`src/rtl/tbou_pkg.sv`:
```
// shared types, codes and constants of the two-bit occurrence bitmap unit
package tbou_pkg;

    localparam int unsigned RANGE_DEF   = 128;
    localparam int unsigned VPW_DEF     = 16;
    localparam int unsigned MAX_RESULTS = 16;
    localparam int unsigned CNT_W       = $clog2(MAX_RESULTS + 1);

    localparam int unsigned VALUE_W = 8;
    localparam int unsigned WORD_W  = 3;
    // scan values run up to eight words of at most 32 values
    localparam int unsigned SPAN_W  = 9;
    // no record or scan can reach an entry at or above this
    localparam int unsigned STORE_MAX = 256;

    // power of two, pointers wrap on their own
    localparam int unsigned QUEUE_DEPTH = 4;
    localparam int unsigned QPTR_W      = $clog2(QUEUE_DEPTH);

    localparam logic [1:0] CMD_RECORD = 2'd0;
    localparam logic [1:0] CMD_DUPS   = 2'd1;
    localparam logic [1:0] CMD_UNIQS  = 2'd2;

    localparam logic [1:0] SEEN_NEVER = 2'd0;
    localparam logic [1:0] SEEN_ONCE  = 2'd1;
    localparam logic [1:0] SEEN_MANY  = 2'd2;

    typedef enum logic [1:0] {
        OP_RECORD,
        OP_DUPS,
        OP_UNIQS
    } t_op;

    // arg is the store address for a record, the word index for a report
    typedef struct packed {
        t_op                  op;
        logic [VALUE_W-1:0]   arg;
    } t_qent;

    typedef enum logic [1:0] {
        ST_RUN,
        ST_SCAN,
        ST_FLUSH
    } t_state;

endpackage

```
`src/rtl/tbou_front.sv`:
```
// front end: classifies incoming items and drops those with no effect
module tbou_front #(
    parameter int unsigned RANGE = tbou_pkg::RANGE_DEF
) (
    input  logic                            i_valid,
    input  logic                            i_q_full,
    input  logic [1:0]                      i_cmd,
    input  logic [tbou_pkg::VALUE_W-1:0]    i_value,
    input  logic [tbou_pkg::WORD_W-1:0]     i_word_index,
    output logic                            o_ready,
    output logic                            o_push,
    output tbou_pkg::t_qent                 o_ent
);

    localparam int unsigned VW    = tbou_pkg::VALUE_W;
    localparam int unsigned VW1   = tbou_pkg::VALUE_W + 1;
    localparam int unsigned LIMIT = (RANGE < tbou_pkg::STORE_MAX) ? RANGE : tbou_pkg::STORE_MAX;
    localparam logic [VW1-1:0] LIMIT_V = VW1'(LIMIT);

    logic in_range;
    logic keep;

    assign in_range = (i_value != '0) && ({1'b0, i_value} <= LIMIT_V);

    always_comb begin
        keep      = 1'b0;
        o_ent.op  = tbou_pkg::OP_RECORD;
        o_ent.arg = i_value - VW'(1);
        unique case (i_cmd)
            tbou_pkg::CMD_RECORD: begin
                keep = in_range;
            end
            tbou_pkg::CMD_DUPS: begin
                keep      = 1'b1;
                o_ent.op  = tbou_pkg::OP_DUPS;
                o_ent.arg = VW'(i_word_index);
            end
            tbou_pkg::CMD_UNIQS: begin
                keep      = 1'b1;
                o_ent.op  = tbou_pkg::OP_UNIQS;
                o_ent.arg = VW'(i_word_index);
            end
            default: begin
                keep = 1'b0;
            end
        endcase
    end

    assign o_ready = !i_q_full;
    assign o_push  = i_valid && !i_q_full && keep;

endmodule

```
`src/rtl/tbou_queue.sv`:
```
// short command queue between the front end and the back end
module tbou_queue (
    input  logic            i_clk,
    input  logic            i_rst_n,
    input  logic            i_push,
    input  tbou_pkg::t_qent i_ent,
    output logic            o_full,
    output logic            o_valid,
    output tbou_pkg::t_qent o_ent,
    input  logic            i_pop
);

    localparam int unsigned PW = tbou_pkg::QPTR_W;
    localparam int unsigned CW = tbou_pkg::QPTR_W + 1;
    localparam logic [CW-1:0] FULL_CNT = CW'(tbou_pkg::QUEUE_DEPTH);

    tbou_pkg::t_qent r_mem [tbou_pkg::QUEUE_DEPTH];
    logic [PW-1:0]   r_wr;
    logic [PW-1:0]   r_rd;
    logic [CW-1:0]   r_cnt;
    logic            do_push;
    logic            do_pop;

    assign o_full  = (r_cnt == FULL_CNT);
    assign o_valid = (r_cnt != '0);
    assign o_ent   = r_mem[r_rd];
    assign do_push = i_push && !o_full;
    assign do_pop  = i_pop && o_valid;

    always_ff @(posedge i_clk) begin
        if (do_push) begin
            r_mem[r_wr] <= i_ent;
        end
    end

    always_ff @(posedge i_clk) begin
        if (!i_rst_n) begin
            r_wr  <= '0;
            r_rd  <= '0;
            r_cnt <= '0;
        end else begin
            if (do_push) begin
                r_wr <= r_wr + PW'(1);
            end
            if (do_pop) begin
                r_rd <= r_rd + PW'(1);
            end
            unique case ({do_push, do_pop})
                2'b10:   r_cnt <= r_cnt + CW'(1);
                2'b01:   r_cnt <= r_cnt - CW'(1);
                default: r_cnt <= r_cnt;
            endcase
        end
    end

endmodule

```
`src/rtl/tbou_back.sv`:
```
// back end: occurrence store, record read-modify-write and word scan sequencer
module tbou_back #(
    parameter int unsigned RANGE           = tbou_pkg::RANGE_DEF,
    parameter int unsigned VALUES_PER_WORD = tbou_pkg::VPW_DEF
) (
    input  logic                            i_clk,
    input  logic                            i_rst_n,
    input  logic                            i_q_valid,
    input  tbou_pkg::t_qent                 i_q_ent,
    output logic                            o_q_pop,
    output logic                            o_valid,
    input  logic                            i_ready,
    output logic [tbou_pkg::VALUE_W-1:0]    o_found_value,
    output logic                            o_hit,
    output logic                            o_last
);

    localparam int unsigned DEPTH  = (RANGE < tbou_pkg::STORE_MAX) ? RANGE : tbou_pkg::STORE_MAX;
    localparam int unsigned ADDR_W = $clog2(DEPTH);
    localparam int unsigned POS_W  = $clog2(VALUES_PER_WORD + 1);
    localparam int unsigned SW     = tbou_pkg::SPAN_W;
    localparam int unsigned CW     = tbou_pkg::CNT_W;
    localparam int unsigned VW     = tbou_pkg::VALUE_W;
    localparam int unsigned WW     = tbou_pkg::WORD_W;

    localparam logic [SW-1:0]    VPW_S   = SW'(VALUES_PER_WORD);
    localparam logic [SW-1:0]    DEPTH_S = SW'(DEPTH);
    localparam logic [POS_W-1:0] VPW_P   = POS_W'(VALUES_PER_WORD);
    localparam logic [CW-1:0]    CAP_M1  = CW'(tbou_pkg::MAX_RESULTS - 1);
    localparam logic [CW-1:0]    CAP     = CW'(tbou_pkg::MAX_RESULTS);

    tbou_pkg::t_state r_state;
    tbou_pkg::t_state n_state;

    // occurrence store with a valid bit per entry in place of a clearing pass
    logic [1:0]       r_mem [DEPTH];
    logic [DEPTH-1:0] r_vld;
    logic [1:0]       r_q;
    logic             r_qv;

    logic              rd_en;
    logic [ADDR_W-1:0] rd_addr;
    logic              wr_en;
    logic [ADDR_W-1:0] wr_addr;
    logic [1:0]        wr_data;

    // record second stage and the write of the cycle before
    logic              r_rec_vld;
    logic [ADDR_W-1:0] r_rec_addr;
    logic              r_lw_vld;
    logic [ADDR_W-1:0] r_lw_addr;
    logic [1:0]        r_lw_val;

    // scan state
    logic [SW-1:0]     r_base;
    logic [POS_W-1:0]  r_pos;
    logic [1:0]        r_want;
    logic              r_rd_vld;
    logic [SW-1:0]     r_cur_val;
    logic              r_pend_vld;
    logic [SW-1:0]     r_pend_val;
    logic [CW-1:0]     r_nmatch;

    logic              r_out_vld;
    logic [VW-1:0]     r_out_val;
    logic              r_out_hit;
    logic              r_out_last;

    logic [1:0]        stored;
    logic              fwd;
    logic [1:0]        rec_old;
    logic [1:0]        rec_new;
    logic              out_free;
    logic [SW-1:0]     span;
    logic              more;
    logic              match;
    logic              need_emit;
    logic              stall;
    logic              cap_hit;
    logic              issue;
    logic              take;
    logic              take_rec;
    logic              take_rep;
    logic              emit;
    logic [VW-1:0]     e_val;
    logic              e_hit;
    logic              e_last;

    assign stored  = r_qv ? r_q : tbou_pkg::SEEN_NEVER;
    // the read of a back-to-back record on the same entry missed the last write
    assign fwd     = r_lw_vld && (r_lw_addr == r_rec_addr);
    assign rec_old = fwd ? r_lw_val : stored;
    assign rec_new = (rec_old == tbou_pkg::SEEN_NEVER) ? tbou_pkg::SEEN_ONCE
                                                       : tbou_pkg::SEEN_MANY;

    assign out_free  = !r_out_vld || i_ready;
    assign span      = r_base + SW'(r_pos);
    assign more      = (r_pos < VPW_P) && (span < DEPTH_S);
    assign match     = (r_state == tbou_pkg::ST_SCAN) && r_rd_vld && (stored == r_want);
    // a new match releases the one held back, which then cannot be the last
    assign need_emit = match && r_pend_vld;
    assign stall     = need_emit && !out_free;
    assign cap_hit   = match && (r_nmatch == CAP_M1);
    assign issue     = (r_state == tbou_pkg::ST_SCAN) && !stall && more && !cap_hit;

    assign take     = (r_state == tbou_pkg::ST_RUN) && i_q_valid;
    assign take_rec = take && (i_q_ent.op == tbou_pkg::OP_RECORD);
    assign take_rep = take && (i_q_ent.op != tbou_pkg::OP_RECORD);
    assign o_q_pop  = take;

    always_comb begin
        n_state = r_state;
        unique case (r_state)
            tbou_pkg::ST_RUN: begin
                if (take_rep) begin
                    n_state = tbou_pkg::ST_SCAN;
                end
            end
            tbou_pkg::ST_SCAN: begin
                if (!stall && !issue) begin
                    n_state = tbou_pkg::ST_FLUSH;
                end
            end
            tbou_pkg::ST_FLUSH: begin
                if (out_free) begin
                    n_state = tbou_pkg::ST_RUN;
                end
            end
            default: begin
                n_state = tbou_pkg::ST_RUN;
            end
        endcase
    end

    always_comb begin
        rd_en   = take_rec || issue;
        rd_addr = take_rec ? i_q_ent.arg[ADDR_W-1:0] : span[ADDR_W-1:0];
        wr_en   = r_rec_vld;
        wr_addr = r_rec_addr;
        wr_data = rec_new;
        emit    = 1'b0;
        e_val   = '0;
        e_hit   = 1'b0;
        e_last  = 1'b0;
        unique case (r_state)
            tbou_pkg::ST_SCAN: begin
                if (need_emit && out_free) begin
                    emit  = 1'b1;
                    e_val = r_pend_val[VW-1:0];
                    e_hit = 1'b1;
                end
            end
            tbou_pkg::ST_FLUSH: begin
                if (out_free) begin
                    emit   = 1'b1;
                    e_val  = r_pend_vld ? r_pend_val[VW-1:0] : '0;
                    e_hit  = r_pend_vld;
                    e_last = 1'b1;
                end
            end
            default: begin
                emit = 1'b0;
            end
        endcase
    end

    always_ff @(posedge i_clk) begin
        if (!i_rst_n) begin
            r_state <= tbou_pkg::ST_RUN;
        end else begin
            r_state <= n_state;
        end
    end

    always_ff @(posedge i_clk) begin
        if (wr_en) begin
            r_mem[wr_addr] <= wr_data;
        end
        if (rd_en) begin
            r_q  <= r_mem[rd_addr];
            r_qv <= r_vld[rd_addr];
        end
    end

    always_ff @(posedge i_clk) begin
        if (!i_rst_n) begin
            r_vld <= '0;
        end else if (wr_en) begin
            r_vld[wr_addr] <= 1'b1;
        end
    end

    always_ff @(posedge i_clk) begin
        if (!i_rst_n) begin
            r_rec_vld <= 1'b0;
            r_lw_vld  <= 1'b0;
        end else begin
            r_rec_vld <= take_rec;
            r_lw_vld  <= wr_en;
        end
    end

    always_ff @(posedge i_clk) begin
        if (take_rec) begin
            r_rec_addr <= rd_addr;
        end
        r_lw_addr <= r_rec_addr;
        r_lw_val  <= rec_new;
    end

    always_ff @(posedge i_clk) begin
        if (!i_rst_n) begin
            r_pos      <= '0;
            r_rd_vld   <= 1'b0;
            r_pend_vld <= 1'b0;
            r_nmatch   <= '0;
        end else if (take_rep) begin
            r_pos      <= '0;
            r_rd_vld   <= 1'b0;
            r_pend_vld <= 1'b0;
            r_nmatch   <= '0;
        end else if ((r_state == tbou_pkg::ST_SCAN) && !stall) begin
            r_rd_vld <= issue;
            if (issue) begin
                r_pos <= r_pos + POS_W'(1);
            end
            if (match) begin
                r_pend_vld <= 1'b1;
                r_nmatch   <= r_nmatch + CW'(1);
            end
        end
    end

    always_ff @(posedge i_clk) begin
        if (take_rep) begin
            r_base <= SW'(i_q_ent.arg[WW-1:0]) * VPW_S;
            r_want <= (i_q_ent.op == tbou_pkg::OP_DUPS) ? tbou_pkg::SEEN_MANY
                                                        : tbou_pkg::SEEN_ONCE;
        end
        if (issue) begin
            r_cur_val <= span + SW'(1);
        end
        if (match && !stall) begin
            r_pend_val <= r_cur_val;
        end
    end

    always_ff @(posedge i_clk) begin
        if (!i_rst_n) begin
            r_out_vld <= 1'b0;
        end else if (emit) begin
            r_out_vld <= 1'b1;
        end else if (i_ready) begin
            r_out_vld <= 1'b0;
        end
    end

    always_ff @(posedge i_clk) begin
        if (emit) begin
            r_out_val  <= e_val;
            r_out_hit  <= e_hit;
            r_out_last <= e_last;
        end
    end

    assign o_valid       = r_out_vld;
    assign o_found_value = r_out_val;
    assign o_hit         = r_out_hit;
    assign o_last        = r_out_last;

    a_emit_room: assert property (@(posedge i_clk) disable iff (!i_rst_n)
        emit |-> out_free)
        else $error("result written over an item not yet taken");

    a_rec_in_run: assert property (@(posedge i_clk) disable iff (!i_rst_n)
        (r_state != tbou_pkg::ST_RUN) |-> !r_rec_vld)
        else $error("record write overlaps a word scan");

    a_match_cap: assert property (@(posedge i_clk) disable iff (!i_rst_n)
        r_nmatch <= CAP)
        else $error("match count beyond the result cap");

    a_flush_last: assert property (@(posedge i_clk) disable iff (!i_rst_n)
        (r_state == tbou_pkg::ST_FLUSH && out_free)
        |=> (r_state == tbou_pkg::ST_RUN && r_out_vld && r_out_last))
        else $error("report did not close with a last item");

endmodule

```
`src/rtl/two_bit_occurrence_bitmap_unit.sv`:
```
// top level of the two-bit occurrence bitmap unit
//
//   channel   valid     ready     payload
//   in        i_valid   o_ready   i_cmd, i_value, i_word_index
//   out       o_valid   i_ready   o_found_value, o_hit, o_last
//
// records run one per cycle outside reports: a store read then write, with the
// previous write forwarded when the same entry is hit in consecutive cycles
// a report loads its word, reads the store once per value in it up to the
// result cap or store end, then closes with a last item; output stalls hold it
// reset clears the per-entry valid bits at once, so no clearing pass is needed
// o_ready drops only while the four-entry command queue is full
module two_bit_occurrence_bitmap_unit #(
    parameter int unsigned RANGE           = tbou_pkg::RANGE_DEF,
    parameter int unsigned VALUES_PER_WORD = tbou_pkg::VPW_DEF
) (
    input  logic                            i_clk,
    input  logic                            i_rst_n,
    input  logic                            i_valid,
    output logic                            o_ready,
    input  logic [1:0]                      i_cmd,
    input  logic [tbou_pkg::VALUE_W-1:0]    i_value,
    input  logic [tbou_pkg::WORD_W-1:0]     i_word_index,
    output logic                            o_valid,
    input  logic                            i_ready,
    output logic [tbou_pkg::VALUE_W-1:0]    o_found_value,
    output logic                            o_hit,
    output logic                            o_last
);

    logic            q_full;
    logic            q_push;
    tbou_pkg::t_qent q_in;
    logic            q_valid;
    tbou_pkg::t_qent q_out;
    logic            q_pop;

    tbou_front #(
        .RANGE (RANGE)
    ) u_front (
        .i_valid      (i_valid),
        .i_q_full     (q_full),
        .i_cmd        (i_cmd),
        .i_value      (i_value),
        .i_word_index (i_word_index),
        .o_ready      (o_ready),
        .o_push       (q_push),
        .o_ent        (q_in)
    );

    tbou_queue u_queue (
        .i_clk   (i_clk),
        .i_rst_n (i_rst_n),
        .i_push  (q_push),
        .i_ent   (q_in),
        .o_full  (q_full),
        .o_valid (q_valid),
        .o_ent   (q_out),
        .i_pop   (q_pop)
    );

    tbou_back #(
        .RANGE           (RANGE),
        .VALUES_PER_WORD (VALUES_PER_WORD)
    ) u_back (
        .i_clk         (i_clk),
        .i_rst_n       (i_rst_n),
        .i_q_valid     (q_valid),
        .i_q_ent       (q_out),
        .o_q_pop       (q_pop),
        .o_valid       (o_valid),
        .i_ready       (i_ready),
        .o_found_value (o_found_value),
        .o_hit         (o_hit),
        .o_last        (o_last)
    );

endmodule

```
`config.mk`:
```
export PLATFORM = sky130hd
export DESIGN_NAME = two_bit_occurrence_bitmap_unit
export DESIGN_NICKNAME = d
export VERILOG_FILES = /design/src/rtl/tbou_pkg.sv /design/src/rtl/tbou_front.sv /design/src/rtl/tbou_queue.sv /design/src/rtl/tbou_back.sv /design/src/rtl/two_bit_occurrence_bitmap_unit.sv
export SDC_FILE = /design/constraint.sdc
export NUM_CORES = 1
export LEC_CHECK = 0
export ABC_CLOCK_PERIOD_IN_PS = 24800
export BUFFER_PORTS_ARGS = -buffer_cell sky130_fd_sc_hd__buf_4
export CORE_ASPECT_RATIO = 0.75
export CORE_MARGIN = 2
export CORE_UTILIZATION = 30
export CTS_CLUSTER_DIAMETER = 80
export DETAILED_ROUTE_END_ITERATION = 10
export PLACE_DENSITY_LB_ADDON = 0.25
export SLEW_MARGIN = 20
export SYNTH_ARGS = -nofsm -noshare
export SYNTH_HDL_FRONTEND = slang
export SYNTH_SLANG_ARGS = --single-unit
export TNS_END_PERCENT = 5
```
`constraint.sdc`:
```
create_clock -name i_clk -period 24.8 [get_ports i_clk]
set_input_delay 2.48 -clock i_clk [delete_from_list [all_inputs] [get_ports i_clk]]
set_output_delay 2.48 -clock i_clk [all_outputs]
set_load 0.01 [all_outputs]
```
==> impl.org <==
** Global routing
- In this run the most used layer during global routing was met1.
- Largest net degree at the start of global routing :: 87
- Initial antenna violation count :: 1
- Across every metal layer, demand over resource in global routing totals 0.156.
- For this run, global-route usage on met3 was measured as 0.0357.
- Met2 demand-to-capacity share in global routing :: 0.223
- Number of global-route vias before repair :: 13200
- In the global route stage, met1 resource usage came out at 0.237.
- Summed over all layers, the global routing overflow is 0.
- Wire length of the first global-routing pass :: 83.8 mm

** Die
- The die is 306 um wide.
- Die outline area :: between 70000 and 80000 um^2
- After floorplanning, the core was sized to cover 68000 um^2.
- Row cnt :: 83
- The die is 231 um tall.
- For this configuration, the core starts out at a cell density of 0.302.
- IO Count :: 29

** Setup path
- Worst-case reg-to-reg path depth :: 12
- Endpoint of the worst-slack reg-to-reg timing path :: u_back.r_qv
- Required time reported for the critical path endpoint :: 25.20 ns
- The critical path is of the flip-flop to flip-flop type.
- For the worst setup path, the data arrival time is approximately 6 ns.
- The setup check on the worst reg-to-reg path leaves a slack of 19.22 ns.
- The worst setup path is launched from a flip-flop.
- The worst setup path is captured at a flip-flop.
- Along the worst path, the maximum fanout reaches 55.

** Timing
- Max Slew Vio Count :: 0
- Setup repair after global routing left no endpoint under its margin.
- Setup violations remaining at the end of the flow were counted as 0.
- Final worst slack :: 19.22 ns
- Period utilisation layout :: 0.225
- At the pin with the least slew margin, the transition time is 1.20 ns.
- The worst pin sits at a relative slew slack of 0.201.
- For this run, the top clock speed supported by timing is 179 MHz.
- Across the routed clock network, the largest skew measured is 0.0169 ns.
- After routing, the total negative slack on setup checks comes to 0 ns.
- Clock period minus worst slack :: 5.58 ns
- Worst Hold Slack :: 0.419 ns
- The total count of hold-check failures in the final report was 0.

** Detailed routing
- In the final routed layout, each cell accounts on average for 21.0 um.
- Via count :: ~14000
- Antenna viol nets, final :: 0
- DRC violations left :: 0
- Dividing the detail-routed via count by the number of cells gives 5.20.
- Starting DRC count in detailed routing :: 1374
- The routed design has 55.3 mm of wire.
- The first TritonRoute pass finished after 5 iterations.

** Finish
- Register cell area after layout :: 13300 um^2
- The multi-input combinational cells in the finished layout cover a total of between 6000 and 7000 um^2.
- From synthesis to final layout, the design area changed by 12.8%.
- At the end of the flow the core is filled with cells to 0.340.
- Antenna diode count :: 0
- The layout has 6720 filler cells.
- Excluding fillers, the count of instances in the completed layout stands at roughly 2600.
- Fraction of layout cells with a size suffix above 1 :: 0.0905
- Count of nets after finishing :: approximately 1700

** Worst hold path
- End point of the most critical hold path :: u_back.r_pend_val[3]
- Start point of the worst min-delay path :: u_back.r_cur_val[3]
- The worst hold path was traced through 0 stages.
- The worst hold path belongs to the class flip-flop to flip-flop.

** Power and ir drop
- In this run the power density over the cells is between 100 and 150 nW/um^2.
- Leak Pwr :: 7.48 nW
- Maximum vdd drop :: 0.0000510 V

** Logic synthesis
- Synthesis produced a netlist with a net count of 1736.
- For this run, the leading register cell type out of synthesis is sky130_fd_sc_hd__edfxtp_1.
- Cell with the most instances after synthesis :: sky130_fd_sc_hd__edfxtp_1
- In the synthesized netlist, the number of instances is 1696.
- By area the synthesized netlist is led by sky130_fd_sc_hd__edfxtp_1 49%, sky130_fd_sc_hd__dfxtp_1 16%, sky130_fd_sc_hd__o21a_1 4.7%.
- After synthesis the cells add up to 20500 um^2.
- The synthesized netlist contains 62 unique library cells.
- Share of flip-flops with an asynchronous set or reset after synthesis :: 0
- Mean instance size in the synthesized netlist :: 12.1 um^2
- The synthesized design contains 333 enable-type register cells.
- Number of register bits inferred by synthesis :: about 500
- The share of synthesized area in the top cell type comes to 0.487.
- After synthesis, the most frequently instantiated cells are 333 x sky130_fd_sc_hd__edfxtp_1, 164 x sky130_fd_sc_hd__nand2_1, 163 x sky130_fd_sc_hd__dfxtp_1, 162 x sky130_fd_sc_hd__nor2_1, 129 x sky130_fd_sc_hd__o21a_1.
- The Yosys step of the flow raised 0 warnings.
- Of the synthesized area, sequential elements account for 0.646.
- Library cell with the largest summed area after synthesis :: sky130_fd_sc_hd__edfxtp_1

** Clock network
- Cell at the root of the clock tree :: sky130_fd_sc_hd__clkbuf_16
- The clock drives approximately 500 sinks.
- Post-CTS resize count :: 0
- Buffer count from post-CTS setup fixing :: 0
- In this run, post-CTS hold repair placed 0 buffers.
- TritonCTS built the clock tree.
- Number of CTS-inserted buffers :: 48
- Clock-pin slew was measured on the worst setup and hold paths at 0.06 ns.
- H-tree levels :: 2
- Worst-Skew Late Latency :: roughly 0.57 ns
- Worst-case clock buffer depth :: 3

** Placement
- Summed over all nets, the half-perimeter wirelength after detailed placement is 34.4 mm.
- Dpl ws :: 18.90 ns
- Buffers on Ports :: 28
- Routability congestion estimate :: 0.814
- Placed Cells :: 2539

** Status
- Outcome :: completed

** Job
- The tool flagged a number of max-cap violations equal to 0.
## per-stage QoR
step / total power, mW / area (um^2)
floorplan: 1.46 / 20500
global placement: 1.66 / 21700
detailed placement: 1.67 / 21700
CTS: 2.37 / 23100
global route: 2.46 / 23200
finish: 2.36 / 23200
## state kept, by name, indices dropped and copies added (netlist names), 3 cells and up, named ones only
signal / flops
u_queue.r_mem: 36
u_back.r_lw_addr: 7
u_back.r_mem: 256
u_back.r_base: 3
u_back.o_found_value: 8
u_back.r_pos: 5
u_back.r_pend_val: 8
u_back.r_vld: 128
u_back.r_nmatch: 5
u_back.r_cur_val: 8
u_queue.r_cnt: 3
u_back.r_rec_addr: 7
## area by class of cell
cell class	count	area share
sequential	496	0.573
clock inverter	9	0.00205
inverter	26	0.00448
timing repair buffer	59	0.0191
tap	892	0.0482
multi-input combinational	1066	0.292
clock buffer	79	0.0617
## where the power goes
group          internal (mW)  switching (mW)  total (mW)
registers               1.00          0.0302        1.03
logic                  0.170           0.450       0.620
clock network          0.392           0.310       0.702
total                   1.57           0.790        2.36
## metal layers
layer | vias to the layer above | share of wire
met4 | 0 | 0.017
met3 | 73 | 0.081
met2 | 456 | 0.41
met1 | 6818 | 0.49
li1 | 6312 | -
met5 | - | 0
## worst max path at each step
stage / startpoint / endpoint / cells past startpoint
2_1_floorplan: u_back.r_rec_addr[1] / u_back.r_mem[0][0] / 6
3_3_place_gp: i_value[3] / u_queue.r_cnt[1] / 13
3_5_place_dp: i_value[3] / u_queue.r_cnt[2] / 14
4_1_cts: flip-flop / u_back.r_q[0] / 12
5_1_grt: flip-flop / u_back.r_q[0] / 12
6_report: flip-flop / u_back.r_qv / 12
## cell families after synthesis
logic type                 share of synthesized area
AOI/OAI and AO/OA                              0.136
muxes                                         0.0428
adders and majority gates                     0.0144
DFF                                            0.646
buffers and inverters                         0.0274
and+or+nand+nor                                0.120
xor gates and xnor gates                      0.0137
## placed cells by master, fill, tap and decap left out, types with 23 or more instances in the layout
cell type	synthesis	routed
sky130_fd_sc_hd__edfxtp_1	333	333
sky130_fd_sc_hd__nand2_1	164	164
sky130_fd_sc_hd__dfxtp_1	163	163
sky130_fd_sc_hd__nor2_1	162	161
sky130_fd_sc_hd__o21a_1	129	129
sky130_fd_sc_hd__nand3_1	78	78
sky130_fd_sc_hd__mux2i_1	63	61
sky130_fd_sc_hd__o21ai_0	61	60
sky130_fd_sc_hd__buf_4	3	59
sky130_fd_sc_hd__a21oi_1	56	56
sky130_fd_sc_hd__clkbuf_16	0	49
sky130_fd_sc_hd__and3_1	43	43
sky130_fd_sc_hd__a211oi_1	38	38
sky130_fd_sc_hd__o22ai_1	32	32
sky130_fd_sc_hd__inv_1	24	23
sky130_fd_sc_hd__xnor2_1	23	23
## worst max-delay path, stage by stage (launching register included)
cell,delay (ns)
sky130_fd_sc_hd__dfxtp_1,0.70
sky130_fd_sc_hd__mux4_2,0.75
sky130_fd_sc_hd__nor4b_4,0.31
sky130_fd_sc_hd__buf_4,0.39
sky130_fd_sc_hd__nor2_4,0.15
sky130_fd_sc_hd__inv_6,0.36
sky130_fd_sc_hd__buf_4,0.67
sky130_fd_sc_hd__buf_4,0.74
sky130_fd_sc_hd__nand2_1,0.14
sky130_fd_sc_hd__a22oi_1,0.31
sky130_fd_sc_hd__o22a_1,0.21
sky130_fd_sc_hd__nand4_1,0.27
sky130_fd_sc_hd__a211oi_1,0.26
No activity file was read; power rests on OpenSTA's default activity.
